$ cat src/hdl/ipav_pkg.sv
`default_nettype none
package ipav_pkg;

    // Character classes produced by the front end
    typedef enum logic [2:0] {
        CLS_END   = 3'd0,
        CLS_DEC   = 3'd1,
        CLS_HEXL  = 3'd2,
        CLS_COLON = 3'd3,
        CLS_DOT   = 3'd4,
        CLS_SPACE = 3'd5,
        CLS_OTHER = 3'd6
    } t_char_class;

    // One classified item as it travels through the queue
    typedef struct packed {
        t_char_class cls;
        logic [3:0]  digit;
    } t_item;

    // Parse phases
    typedef enum logic [2:0] {
        PH_BEFORE  = 3'd0,
        PH_ADDR    = 3'd1,
        PH_IPV4    = 3'd2,
        PH_IPV6    = 3'd3,
        PH_BETWEEN = 3'd4,
        PH_ERROR   = 3'd5
    } t_phase;

    // Verdict codes
    typedef enum logic [2:0] {
        VD_EMPTY      = 3'd0,
        VD_IPV4_DONE  = 3'd1,
        VD_IPV4_PART  = 3'd2,
        VD_IPV6_DONE  = 3'd3,
        VD_IPV6_PART  = 3'd4,
        VD_ERROR      = 3'd5
    } t_verdict;

    // Parser state
    typedef struct packed {
        t_phase     phase;
        logic [2:0] length;
        logic [8:0] value;
        logic [3:0] count;
        logic [1:0] dcc;
    } t_parse_state;

    localparam int unsigned QUEUE_DEPTH = 2;

    localparam logic [7:0] CH_COLON   = 8'h3A;
    localparam logic [7:0] CH_DOT     = 8'h2E;
    localparam logic [7:0] CH_SPACE   = 8'h20;
    localparam logic [7:0] CH_TAB     = 8'h09;
    localparam logic [7:0] CH_CR      = 8'h0D;
    localparam logic [7:0] CH_ZERO    = 8'h30;
    localparam logic [7:0] CH_NINE    = 8'h39;
    localparam logic [7:0] CH_LO_A    = 8'h61;
    localparam logic [7:0] CH_LO_F    = 8'h66;
    localparam logic [7:0] CH_UP_A    = 8'h41;
    localparam logic [7:0] CH_UP_F    = 8'h46;
    localparam logic [7:0] CH_NUL     = 8'h00;

    localparam logic [2:0] LEN_MAX      = 3'd7;
    localparam logic [2:0] V6_GROUP_LEN = 3'd4;
    localparam logic [8:0] VALUE_SAT    = 9'd256;
    localparam logic [8:0] VALUE_MAX    = 9'd255;
    localparam logic [3:0] V4_GROUPS    = 4'd4;
    localparam logic [3:0] V6_GROUPS    = 4'd8;
    localparam logic [1:0] DCC_MAX      = 2'd1;

endpackage
`default_nettype wire

$ cat src/hdl/ipav_front.sv
`default_nettype none
module ipav_front
    import ipav_pkg::*;
(
    input  wire logic [7:0] i_character,
    input  wire logic       i_end_of_string,
    output t_item           o_item
);

    logic is_dec;
    logic is_hexl;
    logic is_space;

    // Classify the character
    always_comb begin
        is_dec   = (i_character >= CH_ZERO) && (i_character <= CH_NINE);
        is_hexl  = ((i_character >= CH_LO_A) && (i_character <= CH_LO_F)) ||
                   ((i_character >= CH_UP_A) && (i_character <= CH_UP_F));
        is_space = (i_character == CH_SPACE) ||
                   ((i_character >= CH_TAB) && (i_character <= CH_CR));
        o_item.digit = i_character[3:0];
        if (i_end_of_string || (i_character == CH_NUL)) begin
            o_item.cls = CLS_END;
        end else if (is_dec) begin
            o_item.cls = CLS_DEC;
        end else if (is_hexl) begin
            o_item.cls = CLS_HEXL;
        end else if (i_character == CH_COLON) begin
            o_item.cls = CLS_COLON;
        end else if (i_character == CH_DOT) begin
            o_item.cls = CLS_DOT;
        end else if (is_space) begin
            o_item.cls = CLS_SPACE;
        end else begin
            o_item.cls = CLS_OTHER;
        end
    end

endmodule
`default_nettype wire

$ cat src/hdl/ipav_queue.sv
`default_nettype none
module ipav_queue
    import ipav_pkg::*;
(
    input  wire logic i_clk,
    input  wire logic i_rst_n,
    input  wire logic i_push_valid,
    output logic      o_push_ready,
    input  wire t_item i_push_item,
    output logic      o_pop_valid,
    input  wire logic i_pop_ready,
    output t_item     o_pop_item
);

    localparam int unsigned PTR_W = (QUEUE_DEPTH > 1) ? $clog2(QUEUE_DEPTH) : 1;
    localparam int unsigned CNT_W = $clog2(QUEUE_DEPTH + 1);
    localparam logic [CNT_W-1:0] DEPTH_C = CNT_W'(QUEUE_DEPTH);
    localparam logic [PTR_W-1:0] LAST_C  = PTR_W'(QUEUE_DEPTH - 1);

    t_item            r_slot [QUEUE_DEPTH];
    logic [PTR_W-1:0] r_wr_ptr;
    logic [PTR_W-1:0] r_rd_ptr;
    logic [CNT_W-1:0] r_count;
    logic             push;
    logic             pop;

    assign o_push_ready = (r_count != DEPTH_C);
    assign o_pop_valid  = (r_count != '0);
    assign o_pop_item   = r_slot[r_rd_ptr];
    assign push         = i_push_valid && o_push_ready;
    assign pop          = o_pop_valid && i_pop_ready;

    // Store pushed item
    always_ff @(posedge i_clk) begin
        if (push) begin
            r_slot[r_wr_ptr] <= i_push_item;
        end
    end

    // Advance pointers and fill count
    always_ff @(posedge i_clk) begin
        if (!i_rst_n) begin
            r_wr_ptr <= '0;
            r_rd_ptr <= '0;
            r_count  <= '0;
        end else begin
            if (push) begin
                r_wr_ptr <= (r_wr_ptr == LAST_C) ? '0 : r_wr_ptr + 1'b1;
            end
            if (pop) begin
                r_rd_ptr <= (r_rd_ptr == LAST_C) ? '0 : r_rd_ptr + 1'b1;
            end
            if (push && !pop) begin
                r_count <= r_count + 1'b1;
            end else if (pop && !push) begin
                r_count <= r_count - 1'b1;
            end
        end
    end

endmodule
`default_nettype wire

$ cat src/hdl/ipav_back.sv
`default_nettype none
module ipav_back
    import ipav_pkg::*;
(
    input  wire logic  i_clk,
    input  wire logic  i_rst_n,
    input  wire logic  i_item_valid,
    output logic       o_item_ready,
    input  wire t_item i_item,
    output logic       o_out_valid,
    input  wire logic  i_out_ready,
    output t_verdict   o_verdict
);

    typedef struct packed {
        t_parse_state st;
        logic         again;
    } t_pass;

    localparam t_parse_state RESET_ST = '{
        phase: PH_BEFORE, length: 3'd0, value: 9'd0, count: 4'd0, dcc: 2'd0
    };

    // Add one character to the current group
    function automatic t_parse_state f_append(t_parse_state s, t_item it);
        logic [11:0]  v;
        t_parse_state r;
        r = s;
        v = 12'(s.value) * 12'd10 + 12'(it.digit);
        if (s.length != LEN_MAX) begin
            r.length = s.length + 3'd1;
        end
        if (it.cls == CLS_DEC) begin
            r.value = (v > 12'(VALUE_MAX)) ? VALUE_SAT : v[8:0];
        end
        return r;
    endfunction

    // One examination of the character in the current phase
    function automatic t_pass f_pass(t_parse_state s, t_item it);
        t_pass r;
        logic  is_hex;
        r.st    = s;
        r.again = 1'b0;
        is_hex  = (it.cls == CLS_DEC) || (it.cls == CLS_HEXL);
        unique case (s.phase)
            PH_BEFORE: begin
                if ((it.cls == CLS_HEXL) || (it.cls == CLS_COLON)) begin
                    r.st.phase = PH_IPV6;
                    r.again    = 1'b1;
                end else if (it.cls == CLS_DEC) begin
                    r.st.phase = PH_ADDR;
                    r.again    = 1'b1;
                end else if (it.cls != CLS_SPACE) begin
                    r.st.phase = PH_ERROR;
                end
            end
            PH_ADDR: begin
                if (it.cls == CLS_HEXL) begin
                    r.st       = f_append(s, it);
                    r.st.phase = PH_IPV6;
                end else if (it.cls == CLS_DEC) begin
                    r.st = f_append(s, it);
                end else if (it.cls == CLS_DOT) begin
                    r.st.phase = PH_IPV4;
                    r.again    = 1'b1;
                end else if (it.cls == CLS_COLON) begin
                    r.st.phase = PH_IPV6;
                    r.again    = 1'b1;
                end else begin
                    r.st.phase = PH_ERROR;
                end
            end
            PH_IPV4: begin
                if (it.cls == CLS_DEC) begin
                    r.st = f_append(s, it);
                end else if ((it.cls == CLS_DOT) && (s.value <= VALUE_MAX)) begin
                    r.st.count  = s.count + 4'd1;
                    r.st.length = 3'd0;
                    r.st.value  = 9'd0;
                    if (r.st.count >= V4_GROUPS) begin
                        r.st.phase = PH_ERROR;
                    end
                end else begin
                    r.st.phase = PH_ERROR;
                end
            end
            PH_IPV6: begin
                if (is_hex) begin
                    r.st = f_append(s, it);
                end else if (it.cls == CLS_COLON) begin
                    if (s.length <= V6_GROUP_LEN) begin
                        r.st.count = s.count + 4'd1;
                        r.st.phase = (r.st.count < V6_GROUPS) ? PH_BETWEEN : PH_ERROR;
                    end else begin
                        r.st.phase = PH_ERROR;
                    end
                    r.st.length = 3'd0;
                    r.st.value  = 9'd0;
                end else if (it.cls != CLS_SPACE) begin
                    // a scope suffix lands here too
                    r.st.phase = PH_ERROR;
                end
            end
            PH_BETWEEN: begin
                if (is_hex) begin
                    r.st.phase = PH_IPV6;
                    r.again    = 1'b1;
                end else if (it.cls == CLS_COLON) begin
                    r.st.dcc = s.dcc + 2'd1;
                    if (r.st.dcc > DCC_MAX) begin
                        r.st.phase = PH_ERROR;
                    end
                end else if (it.cls != CLS_SPACE) begin
                    r.st.phase = PH_ERROR;
                end
            end
            default: begin
                r.st.phase = PH_ERROR;
            end
        endcase
        return r;
    endfunction

    // Check the pending group and pick the verdict
    function automatic t_verdict f_finish(t_parse_state s);
        t_phase     ph;
        logic [4:0] cnt;
        t_verdict   vd;
        ph  = s.phase;
        cnt = 5'(s.count);
        if ((ph != PH_ERROR) && (s.length != 3'd0)) begin
            if (ph == PH_IPV4) begin
                if (s.value > VALUE_MAX) begin
                    ph = PH_ERROR;
                end
                cnt = cnt + 5'd1;
                if (cnt > 5'(V4_GROUPS)) begin
                    ph = PH_ERROR;
                end
            end else if (ph == PH_IPV6) begin
                if (s.length > V6_GROUP_LEN) begin
                    ph = PH_ERROR;
                end
                cnt = cnt + 5'd1;
                if (cnt > 5'(V6_GROUPS)) begin
                    ph = PH_ERROR;
                end
            end else begin
                ph = PH_ERROR;
            end
        end
        case (ph) inside
            PH_BEFORE: vd = VD_EMPTY;
            PH_IPV4:   vd = (cnt == 5'(V4_GROUPS)) ? VD_IPV4_DONE : VD_IPV4_PART;
            PH_IPV6, PH_BETWEEN: begin
                vd = ((cnt == 5'(V6_GROUPS)) ||
                      ((cnt < 5'(V6_GROUPS)) && (s.dcc != 2'd0))) ?
                     VD_IPV6_DONE : VD_IPV6_PART;
            end
            default:   vd = VD_ERROR;
        endcase
        return vd;
    endfunction

    t_parse_state r_st;
    logic         r_out_valid;
    t_verdict     r_verdict;
    t_pass        n_pass1;
    t_pass        n_pass2;
    logic         is_end;
    logic         take;

    assign is_end       = (i_item.cls == CLS_END);
    assign o_item_ready = !is_end || !r_out_valid || i_out_ready;
    assign take         = i_item_valid && o_item_ready;
    assign o_out_valid  = r_out_valid;
    assign o_verdict    = r_verdict;

    // Run up to two phase examinations per character
    always_comb begin
        n_pass1 = f_pass(r_st, i_item);
        n_pass2 = n_pass1.again ? f_pass(n_pass1.st, i_item) : n_pass1;
    end

    // Update parser state and hold the verdict until taken
    always_ff @(posedge i_clk) begin
        if (!i_rst_n) begin
            r_st        <= RESET_ST;
            r_out_valid <= 1'b0;
        end else begin
            if (take && is_end) begin
                r_st        <= RESET_ST;
                r_out_valid <= 1'b1;
            end else begin
                if (take) begin
                    r_st <= n_pass2.st;
                end
                if (i_out_ready) begin
                    r_out_valid <= 1'b0;
                end
            end
        end
    end

    // Load verdict payload
    always_ff @(posedge i_clk) begin
        if (take && is_end) begin
            r_verdict <= f_finish(r_st);
        end
    end

endmodule
`default_nettype wire

$ cat src/hdl/ip_address_text_validator.sv
// Address text validator.
// Input channel (i_in_valid / o_in_ready): one ASCII character per item on
// i_character. An item with i_end_of_string high, or a NUL character, ends
// the string. Output channel (o_out_valid / i_out_ready): one verdict per
// string, on o_verdict: 0 empty, 1 IPv4 complete, 2 IPv4 incomplete,
// 3 IPv6 complete, 4 IPv6 incomplete, 5 error.
// A front stage classifies each character and writes it into a two-entry
// queue; the parser behind it takes one item per cycle from the queue and
// updates the phase and group counters; an end item waits while an earlier
// verdict is held. Throughput: one character per cycle while the output is
// not stalled. Output path: with nothing ahead of the end item in the queue,
// it passes the queue entry, then the verdict register, to raise o_out_valid.
// Reset clears the queue, the parser state and the output register; no item
// is pending afterward. When the receiver stalls, the verdict holds in the
// output register; the parser keeps taking characters of the next string
// and stops only at the next end item, after which the queue fills and
// o_in_ready drops.
`default_nettype none
module ip_address_text_validator
    import ipav_pkg::*;
(
    input  wire logic       i_clk,
    input  wire logic       i_rst_n,
    input  wire logic       i_in_valid,
    output logic            o_in_ready,
    input  wire logic [7:0] i_character,
    input  wire logic       i_end_of_string,
    output logic            o_out_valid,
    input  wire logic       i_out_ready,
    output logic [2:0]      o_verdict
);

    t_item    front_item;
    t_item    queue_item;
    logic     queue_valid;
    logic     queue_ready;
    t_verdict verdict;

    ipav_front u_front (
        .i_character     (i_character),
        .i_end_of_string (i_end_of_string),
        .o_item          (front_item)
    );

    ipav_queue u_queue (
        .i_clk        (i_clk),
        .i_rst_n      (i_rst_n),
        .i_push_valid (i_in_valid),
        .o_push_ready (o_in_ready),
        .i_push_item  (front_item),
        .o_pop_valid  (queue_valid),
        .i_pop_ready  (queue_ready),
        .o_pop_item   (queue_item)
    );

    ipav_back u_back (
        .i_clk        (i_clk),
        .i_rst_n      (i_rst_n),
        .i_item_valid (queue_valid),
        .o_item_ready (queue_ready),
        .i_item       (queue_item),
        .o_out_valid  (o_out_valid),
        .i_out_ready  (i_out_ready),
        .o_verdict    (verdict)
    );

    assign o_verdict = verdict;

endmodule
`default_nettype wire
$ cat config.mk
export PLATFORM = sky130hd
export DESIGN_NAME = ip_address_text_validator
export DESIGN_NICKNAME = d
export VERILOG_FILES = /design/src/hdl/ipav_pkg.sv /design/src/hdl/ipav_front.sv /design/src/hdl/ipav_queue.sv /design/src/hdl/ipav_back.sv /design/src/hdl/ip_address_text_validator.sv
export SDC_FILE = /design/constraint.sdc
export NUM_CORES = 1
export LEC_CHECK = 0
export ABC_AREA = 1
export ABC_CLOCK_PERIOD_IN_PS = 7500
export BUFFER_PORTS_ARGS = -buffer_cell sky130_fd_sc_hd__buf_2
export CAP_MARGIN = 40
export CORE_ASPECT_RATIO = 0.5
export CORE_UTILIZATION = 50
export CTS_CLUSTER_SIZE = 10
export DETAILED_ROUTE_END_ITERATION = 7
export GPL_TIMING_DRIVEN = 0
export PLACE_DENSITY = 0.65
export SLEW_MARGIN = 20
export SYNTH_ARGS = -nofsm -noshare
export SYNTH_HDL_FRONTEND = slang
export SYNTH_SLANG_ARGS = --single-unit
$ cat constraint.sdc
create_clock -name i_clk -period 7.5 [get_ports i_clk]
set_input_delay 1.125 -clock i_clk [delete_from_list [all_inputs] [get_ports i_clk]]
set_output_delay 1.125 -clock i_clk [all_outputs]
set_load 0.02 [all_outputs]
# Yosys cells after proc, flatten, opt, wreduce, memory -nomap -nowiden
# Memory sizes are Yosys's and may differ from the RTL's. A register that Yosys moved wholly into a read port is not among the register bits.
# Cells that the tools add are included.
word_totals:
  reg_bits: 29
  n_memories: 1
  in_bits: 13
  out_inout_bits: 5
  ram_bits: 14
mem_list:
  columns: ["memory", "words", "word_bits", "read_ports", "rd_clocked_by_memory_dff", "wr", "line", "source"]
  rows:
  - ["u_queue.r_slot", 2, 7, 1, 1, 1, "ipav_queue.sv:20", "t_item r_slot [QUEUE_DEPTH];"]
classes:
  mul: 2
  n_addsub: 13
  mux: 98
  n_eq_ne: 25
  reduce_logical: 37
  n_lt_le_gt_ge: 25
  bitwise_logic: 1
ops:
  columns: ["operator", "count"]
  rows:
  - ["$mux 3", 42]
  - ["$pmux 16 s3", 2]
  - ["$mux 19", 4]
  - ["$mux 16", 4]
  - ["$mux 21", 2]
  - ["$mux 18", 2]
  - ["$mux 9", 4]
  - ["$pmux 3 s5", 2]
  - ["$add 12x4->12", 2]
  - ["$eq 3x2->1 const B", 8]
  - ["$eq 8x6->1 const B", 3]
  - ["$gt 12x8->1 const B", 2]
  - ["$mul 9x3->11 const B", 2]
  - ["$mux 22", 1]
  - ["$mux 5", 4]
  - ["$le 9x8->1 const B", 2]
  - ["$mux 1", 17]
  - ["$ge 8x7->1 const B", 2]
  - ["$le 8x7->1 const B", 2]
  - ["$mux 2", 8]
  - ["$logic_and 1x1->1", 13]
  - ["$eq 3x3->1 const B", 4]
  - ["$logic_not 3->1", 4]
  - ["$ne 3x3->1 const B", 4]
  - ["33 further kinds", 61]

# Longest topological paths before layout
logic_depth:
  depth_word: 15
  mapped_depth: 43

# By module
# Synthesis repeated with hierarchy kept, for this count alone.
hier_totals:
  cells_unflattened: 817
  area_unflattened_um2: 5226.3
by_module_without_submodules:
  columns: ["mod", "instances", "cells_each", "area_per_inst_um2"]
  rows:
  - ["ipav_back", 1, 706, 4222.8]
  - ["ipav_queue", 1, 59, 755.7]
  - ["ipav_front", 1, 52, 247.7]

# Worst setup path before layout
# Ideal clock, no wire load.
synth_timing:
  path_type: "register -> register"
  startpoint: "register u_back.r_st[7] (netlist bit)"
  endpoint: "register u_back.r_st[14] (netlist bit)"
  stages_incl_launch_ff: 36
  path_slack_ns: 2.090
  arrival_time_ns: 5.277
  n_path_buf: 0
  cell_sequence: "dfxtp_1 ha_1 ha_1 inv_1 fa_1 nor2_1 nand2_1 nor2_1 nand3_1 nor2_1 nand3_1 nand2_1 nand2_1 nand3_1 nand2_1 nand2_1 nand2_1 o21ai_0 inv_1 ha_1 ha_1 inv_1 fa_1 nand3b_1 nand2_1 xor2_1 inv_1 nor3_1 inv_1 nor2_1 nand2_1 a21oi_1 nand3_1 or2_2 nand4_1 a21oi_1"
synth_between:
  elab_chain_cells: 15
synth_lines:
  columns: ["element", "line", "source"]
  rows:
  - ["from (decl)", "ipav_back.sv:166", "t_parse_state r_st;"]
  - ["from (signal assigned)", "ipav_back.sv:197", "r_st <= n_pass2.st;"]
  - ["$mul 9x3->11", "ipav_back.sv:29", "v = 12'(s.value) * 12'd10 + 12'(it.digit);"]
  - ["$add 12x4->12", "ipav_back.sv:29", null]
  - ["$gt 12x8->1", "ipav_back.sv:34", "r.value = (v > 12'(VALUE_MAX)) ? VALUE_SAT : v[8:0];"]
  - ["$mux 9", "ipav_back.sv:34", null]
  - ["$mux 9 or $mux 18 (tied branches)", "ipav_back.sv:33, ipav_back.sv:62", null]
  - ["$mux 19 or $mux 21 (tied branches)", "ipav_back.sv:89, ipav_back.sv:59", null]
  - ["$pmux 16 s3", "ipav_back.sv:46", "unique case (s.phase)"]
  - ["$mul 9x3->11", "ipav_back.sv:29", null]
  - ["$add 12x4->12", "ipav_back.sv:29", null]
  - ["$gt 12x8->1", "ipav_back.sv:34", null]
  - ["$mux 9", "ipav_back.sv:34", null]
  - ["$mux 9 or $mux 18 (tied branches)", "ipav_back.sv:33, ipav_back.sv:62", null]
  - ["$mux 19 or $mux 21 (tied branches)", "ipav_back.sv:89, ipav_back.sv:59", null]
  - ["$pmux 16 s3", "ipav_back.sv:46", null]
  - ["$mux 22 *", "ipav_back.sv:183", "n_pass2 = n_pass1.again ? f_pass(n_pass1.st, i_item) : n_pass1;"]
# Mark *: on every way between the ends. The rest lies on a longest branch, timed or not.
# A chain may end at the register's enable or synchronous reset.

# Final worst setup path
# Same ends and word-level chain as after synthesis.

==> impl_metrics.toml <==
[yosys]
syn_nets = 867
syn_area_per_cell_sq_um = 6.36
yosysSeqAreaShare_pct = 20.4
synth_edf_count = 17
ys_seq_elements = 44
yosysWarnings = 0
syn_inst = 808
synth_area_sq_um = 5140
synth.distinct_cells = 58
synthFlopType = "dfxtp_1"
synthArstFlopShare_pct = 0

[critical_path]
reg2reg_to = "u_back.r_st[14]"
reg2reg_setup_slack_ns = 0.70
critPathArrivalTime_ns = 6.96
cp_common_cell = "nand2_1"
cpPeakStageDelay_ns = 0.50
cp-end-kind = "flop"
worstRegToRegCells = 33
cp.required_ns = 7.66
path_class = "flop to flop"
cpMaxStageDelayCell = "dfxtp_1"
worstPathMaxFanout = 7
crit_start = "u_back.r_st[7]"
r2r_start = "u_back.r_st[7]"
startpoint_type = "flop"

[clock_network]
root_buffer = "clkbuf_16"
cts_hold_buf = 0
clockBufferDepth = 2
insertion_delay_ns = 0.30
tritoncts = "done"
cts.sinks = 44
post_cts_resized = 0
path_clk_slew_ns = 0.07
post_cts_buffers = 0
cts-buffers-inserted = 5
htreeDepth = 2

[sta]
hold_viol_final = 0
grt_setup_unrepaired = "no"
timing.fmax_ghz = 0.147
tightest_slew_ns = 0.667
period_share_pct = 90.7
slew-limit-headroom_pct = 55.5
period_minus_slack_ns = 6.80
setup_tns_ns = 0
finClkSkew_ns = 0.00882
setup_viol = 0
drv_slew = 0

[global_route]
grtUsageTotal_pct = 28.3
antenna_found_initial = 0
grt_max_degree = 16
grt_pass1_vias = 4739
grt.overflow.total = 0
grt_first_pass_wirelength_um = 23800

[layout]
mostFrequentLayoutCell = "nand2_1"
most-common-layout-cells = "nand2_1, inv_1, o21ai_0, nor2_1, a21oi_1"
antenna_cells = 0
drive_above_1_share_pct = 8.88
fin_nets = 891
syn_to_final_growth_pct = 8.28
final_cell_area_sq_um = 5570

[drt]
post_drt_wl_per_cell_um = 14.8
drt_iter0_markers = 431
routed_wl_um = 14300
drc_errors = 0
num_vias = 5334
viasPerCell = 5.51
antenna_left = 0
firstDrtPassIters = 5

[min_path]
hold_end = "u_queue.r_count[0]"
whs_path_depth = 1
worst_hold_startpoint = "u_queue.r_count[0]"
hp-class = "flop to flop"

[placement]
portBuffers = 17
gp_congestion = 0.947
place_area_sq_um = 5390
dp_hpwl_um = 11300

[die]
num_io_pins = 18
start_util_pct = 53.0
core_area_sq_um = 9700
fp.dieArea_sq_um = 10700
rows = 25
die_y_um = 73.7
die_w_um = 145

[run_status]
status = "complete, no violations"

[flow_run]
maxCapViolCount = 0
==> cells by family after synthesis <==
kind of cell	share of synthesized area (%)
fa+ha+maj	11.8
simple gates	33.4
flops	20.4
xor+xnor	3.77
compound gates	20.2
buf+inv	10.4
==> per-stage QoR <==
step / instances / utilization (%) / worst slack [ns] / hold slack (ns)
5_1_grt: 968 / 57.4 / 0.0358 / 0.479
4_1_cts: 968 / 57.4 / 0.782 / 0.454
2_1_floorplan: 808 / - / 2.09 / 0.422
6_report: 968 / 57.4 / 0.701 / 0.452
3_3_place_gp: 960 / 55.6 / 0.810 / 0.437
3_5_place_dp: 960 / 55.6 / 0.825 / 0.446
==> cell usage after synthesis (2+ instances only) <==
| cell | number | share of area [%] |
|---|---|---|
| or2_2 | 2 | 0.24 |
| nand3_1 | 50 | 4.9 |
| xor2_1 | 9 | 1.5 |
| o22ai_1 | 7 | 0.85 |
| nand2_1 | 221 | 16 |
| nor2_4 | 4 | 0.88 |
| a21oi_1 | 59 | 5.7 |
| o21ai_2 | 3 | 0.51 |
| inv_2 | 6 | 0.44 |
| dfxtp_1 | 27 | 11 |
| edfxtp_1 | 17 | 9.9 |
| nor4_1 | 2 | 0.24 |
| inv_1 | 105 | 7.7 |
| fa_1 | 4 | 1.6 |
| a22oi_1 | 2 | 0.29 |
| o21ai_0 | 70 | 6.8 |
| nor3_1 | 3 | 0.29 |
| nand3_2 | 4 | 0.78 |
| o21bai_1 | 2 | 0.29 |
| o211ai_1 | 15 | 2.2 |
| ha_1 | 42 | 10 |
| o21ai_4 | 2 | 0.63 |
| nor2_1 | 63 | 4.6 |
| o21ai_1 | 3 | 0.29 |
| nand2_2 | 7 | 0.85 |
| buf_2 | 4 | 0.39 |
| clkinv_1 | 2 | 0.15 |
| xnor2_1 | 10 | 1.7 |
| nand3b_1 | 4 | 0.58 |
| o311ai_0 | 2 | 0.34 |
| clkbuf_1 | 10 | 0.73 |
| nand4_1 | 15 | 1.8 |
| o31ai_1 | 3 | 0.44 |
| a31oi_1 | 2 | 0.24 |
| o2111ai_1 | 2 | 0.34 |
| nor2_2 | 3 | 0.37 |
==> sequential cells by signal (all words and copies together) (netlist names), named ones only <==
signal and count:
u_back.o_out_valid 1, u_back.o_verdict 3, u_back.r_st 21, u_queue.r_count 2, u_queue.r_rd_ptr 1, u_queue.r_slot 14
u_queue.r_wr_ptr 1
==> worst max-delay path, delay by kind of cell, from the launching register on <==
kind                     cells  cell delay [ns]
flip-flops                   1             0.50
AND/OR/NAND/NOR             19             2.88
AO/OA/AOI/OAI                3             0.71
buffers and inverters        4             0.39
XOR/XNOR                     1             0.32
adder cells (fa/ha/maj)      6             1.87
==> worst max-delay path by stage <==
stage,end,depth (start not counted)
CTS,u_back.r_st[14],33
global placement,u_back.r_st[14],33
global route,u_back.r_st[14],33
finish,u_back.r_st[14],33
detailed placement,u_back.r_st[14],33
floorplan,u_back.r_st[14],35
==> per-layer routing <==
layer / share of wire (%) / global-route usage (%) / up-vias / wire length, um
li1: - / - / 2748 / -
met5: 0 / 0 / - / 0
met1: 50 / 41.9 / 2367 / 7180
met3: 9.1 / 4.04 / 13 / 1300
met2: 40 / 43.2 / 206 / 5670
met4: 1.1 / 6.67 / 0 / 155
==> final cells by class <==
cell class | count | area [sq um]
Inverter | 117 | 455
Clock buffer | 5 | 125
Clock inverter | 3 | 46.3
Buffer | 17 | 81.3
Sequential cell | 44 | 1050
Tap cell | 135 | 169
Multi-Input combinational cell | 630 | 3550
Fill cell | 997 | 4130
Timing Repair Buffer | 17 | 85.1
Power is left out: the tool's default activity adds up to more than one toggle a clock period on the data nets, which glitch-free logic cannot reach.
